$ cat src/sv/ccfd_pkg.sv
package ccfd_pkg;

    localparam int FRAME_CAP    = 64;
    localparam int NUM_CHANNELS = 16;
    localparam int CH_BYTES     = 22;
    localparam int CH_BITS      = 11;
    localparam int FIRST_CH_POS = 3;
    localparam int FQ_DEPTH     = 2;

    localparam int COUNT_W    = 7;
    localparam int POS_W      = 9;
    localparam int CH_IDX_W   = 4;
    localparam int VALUE_W    = 27;
    localparam int SCALE_W    = 16;
    localparam int CFG_IDX_W  = 2;
    localparam int CFG_DATA_W = 16;
    localparam int DIV_CNT_W  = 5;

    localparam logic [COUNT_W-1:0] COUNT_MAX  = 7'd127;
    localparam logic [7:0]         ADDR_RC    = 8'hEE;
    localparam logic [7:0]         TYPE_RC    = 8'h16;
    localparam logic [7:0]         MIN_RC_LEN = 8'd24;

    localparam logic [7:0]         CRC_POLY_RESET     = 8'd213;
    localparam logic [SCALE_W-1:0] SCALE_MULT_RESET   = 16'd2;
    localparam logic [SCALE_W-1:0] SCALE_DIV_RESET    = 16'd1;
    localparam logic [SCALE_W-1:0] SCALE_OFFSET_RESET = 16'd0;

    typedef enum logic [CFG_IDX_W-1:0] {
        REG_CRC_POLY     = 2'd0,
        REG_SCALE_MULT   = 2'd1,
        REG_SCALE_DIV    = 2'd2,
        REG_SCALE_OFFSET = 2'd3
    } cfg_reg_t;

    typedef logic [CH_BYTES*8-1:0] ch_bytes_t;

    typedef struct packed {
        logic      push;
        ch_bytes_t bytes;
    } fq_wr_t;

    typedef struct packed {
        logic      valid;
        ch_bytes_t bytes;
    } fq_rd_t;

    function automatic logic [7:0] crc8_update(
        input logic [7:0] crc,
        input logic [7:0] data,
        input logic [7:0] poly
    );
        logic [7:0] c;
        c = crc ^ data;
        for (int i = 0; i < 8; i++)
        begin
            if (c[7])
            begin
                c = {c[6:0], 1'b0} ^ poly;
            end
            else
            begin
                c = {c[6:0], 1'b0};
            end
        end
        return c;
    endfunction

endpackage

$ cat src/sv/ccfd_front.sv
module ccfd_front (
    input  logic                    clk,
    input  logic                    rst_n,
    input  logic                    push,
    input  logic                    q_full,
    input  logic [7:0]              data_byte,
    input  logic                    end_of_frame,
    input  logic                    line_error,
    input  logic [7:0]              crc_poly,
    output ccfd_pkg::fq_wr_t        fq_wr
);

    logic                          accept;
    logic [ccfd_pkg::COUNT_W-1:0]  count_reg, count_next;
    logic [7:0]                    addr_reg, addr_next;
    logic [7:0]                    len_reg, len_next;
    logic [7:0]                    type_reg, type_next;
    logic [7:0]                    crc_reg, crc_next;
    logic                          matched_reg, matched_next;
    logic                          discard_reg, discard_next;
    ccfd_pkg::ch_bytes_t           ch_reg, ch_next;
    logic [ccfd_pkg::POS_W-1:0]    pos;
    logic [ccfd_pkg::POS_W-1:0]    len_old;
    logic [ccfd_pkg::POS_W-1:0]    len_new;
    logic                          frame_ok;

    assign accept  = push && !q_full;
    assign pos     = {2'b00, count_reg};
    assign len_old = {1'b0, len_reg};
    assign len_new = {1'b0, len_next};

    always_comb
    begin
        count_next   = count_reg;
        addr_next    = addr_reg;
        len_next     = len_reg;
        type_next    = type_reg;
        crc_next     = crc_reg;
        matched_next = matched_reg;
        discard_next = discard_reg;
        ch_next      = ch_reg;
        if (accept)
        begin
            if (line_error)
            begin
                discard_next = 1'b1;
            end
            else if (count_reg != ccfd_pkg::COUNT_MAX)
            begin
                if (pos < ccfd_pkg::POS_W'(ccfd_pkg::FRAME_CAP))
                begin
                    if (pos == ccfd_pkg::POS_W'(0))
                    begin
                        addr_next = data_byte;
                    end
                    else if (pos == ccfd_pkg::POS_W'(1))
                    begin
                        len_next = data_byte;
                    end
                    else if (pos <= len_old)
                    begin
                        crc_next = ccfd_pkg::crc8_update(crc_reg, data_byte, crc_poly);
                        if (pos == ccfd_pkg::POS_W'(2))
                        begin
                            type_next = data_byte;
                        end
                        for (int i = 0; i < ccfd_pkg::CH_BYTES; i++)
                        begin
                            if (pos == ccfd_pkg::POS_W'(i + ccfd_pkg::FIRST_CH_POS))
                            begin
                                ch_next[i*8 +: 8] = data_byte;
                            end
                        end
                    end
                    else if (pos == len_old + ccfd_pkg::POS_W'(1))
                    begin
                        matched_next = (data_byte == crc_reg);
                    end
                end
                count_next = count_reg + ccfd_pkg::COUNT_W'(1);
            end
        end
    end

    // The frame check looks at the state as it stands after the closing byte.
    assign frame_ok = !discard_next
                   && (len_next != 8'd0)
                   && (len_new + ccfd_pkg::POS_W'(1) < ccfd_pkg::POS_W'(ccfd_pkg::FRAME_CAP))
                   && ({2'b00, count_next} >= len_new + ccfd_pkg::POS_W'(2))
                   && matched_next
                   && (addr_next == ccfd_pkg::ADDR_RC)
                   && (type_next == ccfd_pkg::TYPE_RC)
                   && (len_next >= ccfd_pkg::MIN_RC_LEN);

    assign fq_wr.push  = accept && end_of_frame && frame_ok;
    assign fq_wr.bytes = ch_next;

    always_ff @(posedge clk or negedge rst_n)
    begin
        if (!rst_n)
        begin
            count_reg   <= '0;
            addr_reg    <= '0;
            len_reg     <= '0;
            type_reg    <= '0;
            crc_reg     <= '0;
            matched_reg <= 1'b0;
            discard_reg <= 1'b0;
        end
        else if (accept && end_of_frame)
        begin
            count_reg   <= '0;
            addr_reg    <= '0;
            len_reg     <= '0;
            type_reg    <= '0;
            crc_reg     <= '0;
            matched_reg <= 1'b0;
            discard_reg <= 1'b0;
        end
        else
        begin
            count_reg   <= count_next;
            addr_reg    <= addr_next;
            len_reg     <= len_next;
            type_reg    <= type_next;
            crc_reg     <= crc_next;
            matched_reg <= matched_next;
            discard_reg <= discard_next;
        end
    end

    always_ff @(posedge clk)
    begin
        ch_reg <= ch_next;
    end

`ifndef SYNTHESIS
    a_count_cleared_after_eof: assert property (
        @(posedge clk) disable iff (!rst_n)
        (accept && end_of_frame) |=> (count_reg == '0 && !discard_reg && !matched_reg)
    ) else $error("frame state not cleared after frame end");
`endif

endmodule

$ cat src/sv/ccfd_frame_queue.sv
module ccfd_frame_queue (
    input  logic                clk,
    input  logic                rst_n,
    input  ccfd_pkg::fq_wr_t    wr,
    output logic                full,
    input  logic                pop,
    output ccfd_pkg::fq_rd_t    rd
);

    localparam int PTR_W = $clog2(ccfd_pkg::FQ_DEPTH);
    localparam int CNT_W = $clog2(ccfd_pkg::FQ_DEPTH + 1);

    ccfd_pkg::ch_bytes_t  mem_reg [ccfd_pkg::FQ_DEPTH];
    logic [PTR_W-1:0]     wr_ptr_reg, wr_ptr_next;
    logic [PTR_W-1:0]     rd_ptr_reg, rd_ptr_next;
    logic [CNT_W-1:0]     cnt_reg, cnt_next;
    logic                 do_wr;
    logic                 do_rd;

    assign full     = (cnt_reg == CNT_W'(ccfd_pkg::FQ_DEPTH));
    assign rd.valid = (cnt_reg != '0);
    assign rd.bytes = mem_reg[rd_ptr_reg];
    assign do_wr    = wr.push && !full;
    assign do_rd    = pop && rd.valid;

    always_comb
    begin
        wr_ptr_next = wr_ptr_reg;
        rd_ptr_next = rd_ptr_reg;
        cnt_next    = cnt_reg;
        if (do_wr)
        begin
            wr_ptr_next = (wr_ptr_reg == PTR_W'(ccfd_pkg::FQ_DEPTH - 1)) ? '0
                        : wr_ptr_reg + PTR_W'(1);
        end
        if (do_rd)
        begin
            rd_ptr_next = (rd_ptr_reg == PTR_W'(ccfd_pkg::FQ_DEPTH - 1)) ? '0
                        : rd_ptr_reg + PTR_W'(1);
        end
        if (do_wr && !do_rd)
        begin
            cnt_next = cnt_reg + CNT_W'(1);
        end
        else if (do_rd && !do_wr)
        begin
            cnt_next = cnt_reg - CNT_W'(1);
        end
    end

    always_ff @(posedge clk or negedge rst_n)
    begin
        if (!rst_n)
        begin
            wr_ptr_reg <= '0;
            rd_ptr_reg <= '0;
            cnt_reg    <= '0;
        end
        else
        begin
            wr_ptr_reg <= wr_ptr_next;
            rd_ptr_reg <= rd_ptr_next;
            cnt_reg    <= cnt_next;
        end
    end

    always_ff @(posedge clk)
    begin
        if (do_wr)
        begin
            mem_reg[wr_ptr_reg] <= wr.bytes;
        end
    end

`ifndef SYNTHESIS
    a_count_bounded: assert property (
        @(posedge clk) disable iff (!rst_n)
        cnt_reg <= CNT_W'(ccfd_pkg::FQ_DEPTH)
    ) else $error("frame queue count out of range");
`endif

endmodule

$ cat src/sv/ccfd_back.sv
module ccfd_back (
    input  logic                                clk,
    input  logic                                rst_n,
    input  ccfd_pkg::fq_rd_t                    fq_rd,
    output logic                                fq_pop,
    input  logic [ccfd_pkg::SCALE_W-1:0]        scale_mult,
    input  logic [ccfd_pkg::SCALE_W-1:0]        scale_div,
    input  logic [ccfd_pkg::SCALE_W-1:0]        scale_offset,
    input  logic                                pop,
    output logic                                empty,
    output logic [ccfd_pkg::CH_IDX_W-1:0]       channel_index,
    output logic [ccfd_pkg::VALUE_W-1:0]        channel_value,
    output logic                                last_channel
);

    typedef enum logic [3:0] {
        S_IDLE = 4'b0001,
        S_MUL  = 4'b0010,
        S_DIV  = 4'b0100,
        S_OUT  = 4'b1000
    } back_state_t;

    localparam int REM_W = ccfd_pkg::SCALE_W + 1;

    back_state_t                        state_reg, state_next;
    ccfd_pkg::ch_bytes_t                sr_reg, sr_next;
    logic [ccfd_pkg::CH_IDX_W-1:0]      ch_reg, ch_next;
    logic [ccfd_pkg::VALUE_W-1:0]       quo_reg, quo_next;
    logic [REM_W-1:0]                   rem_reg, rem_next;
    logic [ccfd_pkg::DIV_CNT_W-1:0]     step_reg, step_next;
    logic                               out_valid_reg, out_valid_next;
    logic [ccfd_pkg::CH_IDX_W-1:0]      out_idx_reg, out_idx_next;
    logic [ccfd_pkg::VALUE_W-1:0]       out_val_reg, out_val_next;
    logic                               out_last_reg, out_last_next;
    logic [ccfd_pkg::SCALE_W-1:0]       divisor;
    logic [REM_W-1:0]                   rem_shift;
    logic                               rem_ge;
    logic                               out_free;
    logic                               is_last;

    assign divisor   = (scale_div == '0) ? ccfd_pkg::SCALE_W'(1) : scale_div;
    assign rem_shift = {rem_reg[REM_W-2:0], quo_reg[ccfd_pkg::VALUE_W-1]};
    assign rem_ge    = (rem_shift >= {1'b0, divisor});
    assign out_free  = !out_valid_reg || pop;
    assign is_last   = (ch_reg == ccfd_pkg::CH_IDX_W'(ccfd_pkg::NUM_CHANNELS - 1));

    always_comb
    begin
        state_next     = state_reg;
        sr_next        = sr_reg;
        ch_next        = ch_reg;
        quo_next       = quo_reg;
        rem_next       = rem_reg;
        step_next      = step_reg;
        out_valid_next = out_valid_reg && !pop;
        out_idx_next   = out_idx_reg;
        out_val_next   = out_val_reg;
        out_last_next  = out_last_reg;
        fq_pop         = 1'b0;
        unique case (state_reg)
            S_IDLE:
            begin
                if (fq_rd.valid)
                begin
                    fq_pop     = 1'b1;
                    sr_next    = fq_rd.bytes;
                    ch_next    = '0;
                    state_next = S_MUL;
                end
            end
            S_MUL:
            begin
                quo_next   = ccfd_pkg::VALUE_W'(sr_reg[ccfd_pkg::CH_BITS-1:0]) *
                             ccfd_pkg::VALUE_W'(scale_mult);
                rem_next   = '0;
                step_next  = ccfd_pkg::DIV_CNT_W'(ccfd_pkg::VALUE_W - 1);
                state_next = S_DIV;
            end
            S_DIV:
            begin
                // Restoring division, one quotient bit per cycle, MSB first.
                rem_next  = rem_ge ? rem_shift - {1'b0, divisor} : rem_shift;
                quo_next  = {quo_reg[ccfd_pkg::VALUE_W-2:0], rem_ge};
                step_next = step_reg - ccfd_pkg::DIV_CNT_W'(1);
                if (step_reg == '0)
                begin
                    state_next = S_OUT;
                end
            end
            S_OUT:
            begin
                if (out_free)
                begin
                    out_valid_next = 1'b1;
                    out_idx_next   = ch_reg;
                    out_val_next   = quo_reg + ccfd_pkg::VALUE_W'(scale_offset);
                    out_last_next  = is_last;
                    ch_next        = ch_reg + ccfd_pkg::CH_IDX_W'(1);
                    sr_next        = sr_reg >> ccfd_pkg::CH_BITS;
                    state_next     = is_last ? S_IDLE : S_MUL;
                end
            end
            default:
            begin
                state_next = S_IDLE;
            end
        endcase
    end

    always_ff @(posedge clk or negedge rst_n)
    begin
        if (!rst_n)
        begin
            state_reg     <= S_IDLE;
            ch_reg        <= '0;
            step_reg      <= '0;
            out_valid_reg <= 1'b0;
        end
        else
        begin
            state_reg     <= state_next;
            ch_reg        <= ch_next;
            step_reg      <= step_next;
            out_valid_reg <= out_valid_next;
        end
    end

    always_ff @(posedge clk)
    begin
        sr_reg       <= sr_next;
        quo_reg      <= quo_next;
        rem_reg      <= rem_next;
        out_idx_reg  <= out_idx_next;
        out_val_reg  <= out_val_next;
        out_last_reg <= out_last_next;
    end

    assign empty         = !out_valid_reg;
    assign channel_index = out_idx_reg;
    assign channel_value = out_val_reg;
    assign last_channel  = out_last_reg;

`ifndef SYNTHESIS
    a_rem_below_divisor: assert property (
        @(posedge clk) disable iff (!rst_n)
        (state_reg == S_DIV) && (step_reg != ccfd_pkg::DIV_CNT_W'(ccfd_pkg::VALUE_W - 1))
        |-> (rem_reg < {1'b0, divisor})
    ) else $error("division remainder not below divisor");

    a_last_ends_run: assert property (
        @(posedge clk) disable iff (!rst_n)
        (state_reg == S_OUT && out_free && is_last) |=> (state_reg == S_IDLE && last_channel)
    ) else $error("last channel did not end the run");

    a_idle_no_result_in_flight: assert property (
        @(posedge clk) disable iff (!rst_n)
        (state_reg == S_IDLE && !fq_rd.valid) |=> (state_reg == S_IDLE)
    ) else $error("back end left idle without a frame");
`endif

endmodule

$ cat src/sv/crsf_channel_frame_decoder.sv
// Channel   Handshake               Word contents
// input     push / full             data_byte, end_of_frame, line_error
// result    empty / pop             channel_index, channel_value, last_channel
// config    cfg_write (no wait)     cfg_index, cfg_data
//
// The front end takes one byte per cycle while full is low and finishes a frame check
// on the closing byte. Each decoded channel then passes through the back end as a
// multiply step, the bit-serial divider and an output step; a frame is first fetched
// from the queue, and a finished result may wait in the output register for pop.
// A two-entry frame queue holds finished frames; full stays high while it has no room.
// Reset clears all control state and loads the register reset values.
module crsf_channel_frame_decoder (
    input  logic                                clk,
    input  logic                                rst_n,
    input  logic                                push,
    output logic                                full,
    input  logic [7:0]                          data_byte,
    input  logic                                end_of_frame,
    input  logic                                line_error,
    output logic                                empty,
    input  logic                                pop,
    output logic [ccfd_pkg::CH_IDX_W-1:0]       channel_index,
    output logic [ccfd_pkg::VALUE_W-1:0]        channel_value,
    output logic                                last_channel,
    input  logic                                cfg_write,
    input  logic [ccfd_pkg::CFG_IDX_W-1:0]      cfg_index,
    input  logic [ccfd_pkg::CFG_DATA_W-1:0]     cfg_data
);

    logic [7:0]                      crc_poly_reg;
    logic [ccfd_pkg::SCALE_W-1:0]    scale_mult_reg;
    logic [ccfd_pkg::SCALE_W-1:0]    scale_div_reg;
    logic [ccfd_pkg::SCALE_W-1:0]    scale_offset_reg;
    ccfd_pkg::fq_wr_t                fq_wr;
    ccfd_pkg::fq_rd_t                fq_rd;
    logic                            fq_full;
    logic                            fq_pop;

    always_ff @(posedge clk or negedge rst_n)
    begin
        if (!rst_n)
        begin
            crc_poly_reg     <= ccfd_pkg::CRC_POLY_RESET;
            scale_mult_reg   <= ccfd_pkg::SCALE_MULT_RESET;
            scale_div_reg    <= ccfd_pkg::SCALE_DIV_RESET;
            scale_offset_reg <= ccfd_pkg::SCALE_OFFSET_RESET;
        end
        else if (cfg_write)
        begin
            unique case (ccfd_pkg::cfg_reg_t'(cfg_index))
                ccfd_pkg::REG_CRC_POLY:     crc_poly_reg     <= cfg_data[7:0];
                ccfd_pkg::REG_SCALE_MULT:   scale_mult_reg   <= cfg_data;
                ccfd_pkg::REG_SCALE_DIV:    scale_div_reg    <= cfg_data;
                ccfd_pkg::REG_SCALE_OFFSET: scale_offset_reg <= cfg_data;
                default:                    crc_poly_reg     <= crc_poly_reg;
            endcase
        end
    end

    assign full = fq_full;

    ccfd_front u_front (
        .clk          (clk),
        .rst_n        (rst_n),
        .push         (push),
        .q_full       (fq_full),
        .data_byte    (data_byte),
        .end_of_frame (end_of_frame),
        .line_error   (line_error),
        .crc_poly     (crc_poly_reg),
        .fq_wr        (fq_wr)
    );

    ccfd_frame_queue u_queue (
        .clk   (clk),
        .rst_n (rst_n),
        .wr    (fq_wr),
        .full  (fq_full),
        .pop   (fq_pop),
        .rd    (fq_rd)
    );

    ccfd_back u_back (
        .clk           (clk),
        .rst_n         (rst_n),
        .fq_rd         (fq_rd),
        .fq_pop        (fq_pop),
        .scale_mult    (scale_mult_reg),
        .scale_div     (scale_div_reg),
        .scale_offset  (scale_offset_reg),
        .pop           (pop),
        .empty         (empty),
        .channel_index (channel_index),
        .channel_value (channel_value),
        .last_channel  (last_channel)
    );

`ifndef SYNTHESIS
    a_no_push_when_full: assert property (
        @(posedge clk) disable iff (!rst_n)
        fq_full |-> !fq_wr.push
    ) else $error("frame written while queue full");
`endif

endmodule
$ cat config.mk
export PLATFORM = sky130hd
export DESIGN_NAME = crsf_channel_frame_decoder
export DESIGN_NICKNAME = d
export VERILOG_FILES = /design/src/sv/ccfd_pkg.sv /design/src/sv/ccfd_front.sv /design/src/sv/ccfd_frame_queue.sv /design/src/sv/ccfd_back.sv /design/src/sv/crsf_channel_frame_decoder.sv
export SDC_FILE = /design/constraint.sdc
export NUM_CORES = 2
export LEC_CHECK = 0
export BUFFER_PORTS_ARGS = -buffer_cell sky130_fd_sc_hd__buf_4
export CAP_MARGIN = 20
export CORE_ASPECT_RATIO = 1.25
export CORE_UTILIZATION = 45
export DETAILED_ROUTE_END_ITERATION = 10
export RECOVER_POWER = 25
export SYNTH_ARGS = -nofsm -noshare
export SYNTH_HDL_FRONTEND = slang
export SYNTH_SLANG_ARGS = --single-unit
$ cat constraint.sdc
create_clock -name clk -period 14.2 [get_ports clk]
set_input_delay 0 -clock clk [delete_from_list [all_inputs] [get_ports clk]]
set_output_delay 0 -clock clk [all_outputs]
set_load 0.02 [all_outputs]
==> metrics.log <==
INFO  metric outcome = finished, violations left
INFO  metric violations = DRC, capacitance limit, slew limit
INFO  metric maxSlewHeadroom = -1.43
INFO  metric dominantRegCellSynth = sky130_fd_sc_hd__edfxtp_1
INFO  metric power = between 10 and 15 mW
INFO  metric grt_setup_unrepaired = no
INFO  metric power_report.internal_total = 6.89 mW
INFO  metric fmax = around 130 MHz
INFO  metric clock-skew-final = 0.0632 ns
INFO  metric drt_pre_antenna_iters = 8
INFO  metric largest_register_ffs = ~350
INFO  metric layout-drive-gt1-share = 0.127
INFO  metric post_drt_via_cell_ratio = 5.31
INFO  metric globalRouteTotalUtil = 0.193
INFO  metric layout_min_cycle_time = between 7 and 8 ns
INFO  metric postSynthRegisterBits = 894
INFO  metric syn_inst = between 3000 and 4000
INFO  metric grt_pass1_wl = between 100000 and 150000 um
INFO  metric antenna_violations_before_repair = 3
INFO  metric overflow = 0
INFO  metric clk_path_buf_depth = 3
INFO  metric synth_sequential_area_ratio = 0.587
INFO  metric number_of_synthesized_flops_with_an_enable_pin = 603
INFO  metric worst-path-max-fanout = between 60 and 70
INFO  metric place.port_buffers = 66
INFO  metric cts.sinks = approximately 890
INFO  metric final.period_utilization = 0.527
INFO  metric syn_area_per_cell = 12.8 um^2
INFO  metric hold_class = in -> reg
INFO  metric power.switching_fraction = 0.400
INFO  metric cp-end-kind = flop
INFO  metric total_vias_in_the_final_route = roughly 24000
INFO  metric synth_largest_area_cell = sky130_fd_sc_hd__edfxtp_1
INFO  metric final_max_slew_viol_count = approximately 340
INFO  metric mappedNetlistNets = between 3000 and 4000
INFO  metric ys.warnings.count = 0
INFO  metric synth_top_cells_by_area = sky130_fd_sc_hd__edfxtp_1 43%, sky130_fd_sc_hd__dfxtp_1 8.4%, sky130_fd_sc_hd__dfrtp_1 6.4%
INFO  metric cts.clk_slew.worst_paths = around 0.060 ns
INFO  metric detail_route.wl_per_cell = just under 20 um
INFO  metric worstMarginPinSlew = roughly 3.6 ns
INFO  metric pwr-share-comb = 0.542
INFO  metric worstSkewPairLatency = about 0.7 ns
INFO  metric grt_start_max_net_pins = 192
INFO  metric cts_tree = built
INFO  metric floorplan.core_area = a little over 90000 um^2
INFO  metric timing.final.setup_violations = 0
INFO  metric cts_made_buffers = 90
INFO  metric initial_utilization = 0.455
INFO  metric cts-root-buf = sky130_fd_sc_hd__clkbuf_16
INFO  metric postRouteAntennaNets = 0
INFO  metric fp-row-count = 124
INFO  metric cellLeakagePower = around 18 nW
INFO  metric timing_worst_setup_path_type = reg -> reg
INFO  metric setup_ws = roughly 6.7 ns
INFO  metric fin_setup_tns = 0 ns
INFO  metric power.density = ~250 nW/um^2
INFO  metric ir_worst_vdd = 0.408 mV
INFO  metric n_antenna_cell = 0
INFO  metric arrival = about 7.8 ns
INFO  metric final_nets = ~3600
INFO  metric routabilityCongestion = just over 0.8
INFO  metric final_hold_viol_count = 0
INFO  metric finalCoreUtilization = 0.505
INFO  metric cts.htree.levels = 3
INFO  metric power.share.clock = 0.197
INFO  metric pre_cts_slack = 6.67 ns
INFO  metric syn-cell-area = around 42000 um^2
INFO  metric drc = 14
INFO  metric totalWireLength = between 80000 and 90000 um
INFO  metric dr.first_iter.drc_count = ~1300
INFO  metric post_synth_num_cell_types = 74
INFO  metric async_set_reset_flop_share_out_of_synthesis = 0.129
INFO  metric drv.max_cap_violation_count = 6
INFO  metric floorplan.die_area = 94000 um^2
INFO  metric start_kind = flop
INFO  metric synthDominantCellAreaShare = 0.434
INFO  metric io_pins = 67
INFO  metric power.switching = 4.60 mW
INFO  metric chipHeight = ~340 um
INFO  metric die_width = roughly 270 um
INFO  metric final_hold_slack = between 0.01 and 0.015 ns
INFO  metric grt_pass1_vias = about 25000
INFO  metric layout-area-overhead-vs-synth = 11.0%
INFO  metric worst-endpoint-required = about 14 ns
INFO  metric dp_hpwl = about 56000 um
INFO  metric power.sequential.fraction = 0.261
-- per-stage QoR --
stage / instances / area [um^2]
2_1_floorplan: 3258 / 41800
3_3_place_gp: 4380 / 43300
3_5_place_dp: 4380 / 43300
4_1_cts: 4581 / 46500
5_1_grt: 4583 / 46300
6_report: 4583 / 46300
-- Yosys cell counts, types with 24 or more instances --
master	instances
sky130_fd_sc_hd__and2_1	84
sky130_fd_sc_hd__mux2i_1	214
sky130_fd_sc_hd__dfxtp_1	176
sky130_fd_sc_hd__clkbuf_1	146
sky130_fd_sc_hd__nand2_1	417
sky130_fd_sc_hd__fa_1	127
sky130_fd_sc_hd__inv_1	205
sky130_fd_sc_hd__edfxtp_1	603
sky130_fd_sc_hd__xnor2_1	86
sky130_fd_sc_hd__dfrtp_1	107
sky130_fd_sc_hd__xor2_1	30
sky130_fd_sc_hd__nand3_1	29
sky130_fd_sc_hd__ha_1	121
sky130_fd_sc_hd__o21ai_0	233
sky130_fd_sc_hd__mux2_2	234
sky130_fd_sc_hd__nor2_1	125
sky130_fd_sc_hd__a21oi_1	68
sky130_fd_sc_hd__nor3_1	24
-- worst paths after layout --
kind,start,cells after the start,end,slack [ns]
min in group asynchronous,rst_n,3,u_back.state_reg[0]$_DFFE_PN1P_,0.56
max reg2reg,u_queue.cnt_reg[0]$_DFFE_PN0P_,18,u_queue.mem_reg[0][64]$_DFFE_PP_,6.72
min reg2reg,u_back.sr_reg[19]$_DFFE_PP_,2,u_back.sr_reg[8]$_DFFE_PP_,0.48
min,data_byte[6],3,u_front.type_reg[6]$_DFF_PN0_,0.01
max in group asynchronous,rst_n,5,u_queue.rd_ptr_reg$_DFFE_PN0P_,9.05
max,u_queue.cnt_reg[0]$_DFFE_PN0P_,18,u_queue.mem_reg[0][64]$_DFFE_PP_,6.72
-- per-layer routing --
metal | wire [um] | up-vias | global-route usage
met1 | 36900 | 12336 | 0.227
li1 | - | 11489 | -
met5 | 0 | - | 0
met2 | 48500 | 385 | 0.367
met3 | 3020 | 105 | 0.0265
met4 | 1360 | 0 | 0.0459
-- power by group through the flow --
stage / sequential, mW / combinational [mW] / clock (mW)
detailed placement: 3.05 / 6.21 / 0
finish: 3.00 / 6.23 / 2.26
CTS: 3.00 / 6.27 / 2.32
floorplan: 2.98 / 5.05 / 0
global placement: 3.05 / 6.14 / 0
global route: 3.01 / 7.11 / 2.42
-- cell families after synthesis --
logic type,after synthesis,synth area share
flops,894,0.587
compound gates,392,0.0532
xor+xnor,129,0.0299
simple gates,785,0.0851
buf+inv,361,0.0327
fa+ha+maj,248,0.0972
mux,449,0.115
-- layout make-up --
type                       instances  area, um^2
clock buffer                     129        2480
clock inverter                    39         355
fill                            7929       45400
inverter                         205         777
multi-input combinational       2003       15900
sequential                       894       24500
tap                             1197        1500
timing repair buffer             116         823
-- repair_timing --
action	4_1_cts	5_1_grt
setup buffers	0	0
hold endpoints to repair	120	0
gates resized for setup	0	0
hold buffers	33	0
-- cell usage in the layout, fill, tap and decap left out, types with 86 or more instances in the layout --
master	synthesis	layout
sky130_fd_sc_hd__ha_1	121	121
sky130_fd_sc_hd__clkbuf_16	0	91
sky130_fd_sc_hd__inv_1	205	204
sky130_fd_sc_hd__dfrtp_1	107	106
sky130_fd_sc_hd__xnor2_1	86	86
sky130_fd_sc_hd__fa_1	127	127
sky130_fd_sc_hd__dfxtp_1	176	176
sky130_fd_sc_hd__nand2_1	417	417
sky130_fd_sc_hd__mux2i_1	214	214
sky130_fd_sc_hd__mux2_2	234	234
sky130_fd_sc_hd__o21ai_0	233	233
sky130_fd_sc_hd__nor2_1	125	125
sky130_fd_sc_hd__edfxtp_1	603	603
-- worst max-delay path: stages (launching register included) --
cell                       delay (ns)
sky130_fd_sc_hd__dfrtp_1         0.42
sky130_fd_sc_hd__nand2b_1        0.28
sky130_fd_sc_hd__nand3b_1        0.24
sky130_fd_sc_hd__nor2_1          0.36
sky130_fd_sc_hd__nand4b_1        0.80
sky130_fd_sc_hd__mux2_2          0.60
sky130_fd_sc_hd__ha_1            0.25
sky130_fd_sc_hd__xor2_1          0.18
sky130_fd_sc_hd__ha_1            0.30
sky130_fd_sc_hd__a21oi_1         0.07
sky130_fd_sc_hd__nor2b_1         0.11
sky130_fd_sc_hd__o21ai_0         0.09
sky130_fd_sc_hd__nand2b_1        0.08
sky130_fd_sc_hd__a21oi_1         0.06
sky130_fd_sc_hd__or4_1           0.44
sky130_fd_sc_hd__a21oi_1         0.39
sky130_fd_sc_hd__nor2b_4         0.67
sky130_fd_sc_hd__buf_4           0.89
sky130_fd_sc_hd__buf_4           0.80
No activity file was read; power rests on OpenSTA's default activity.
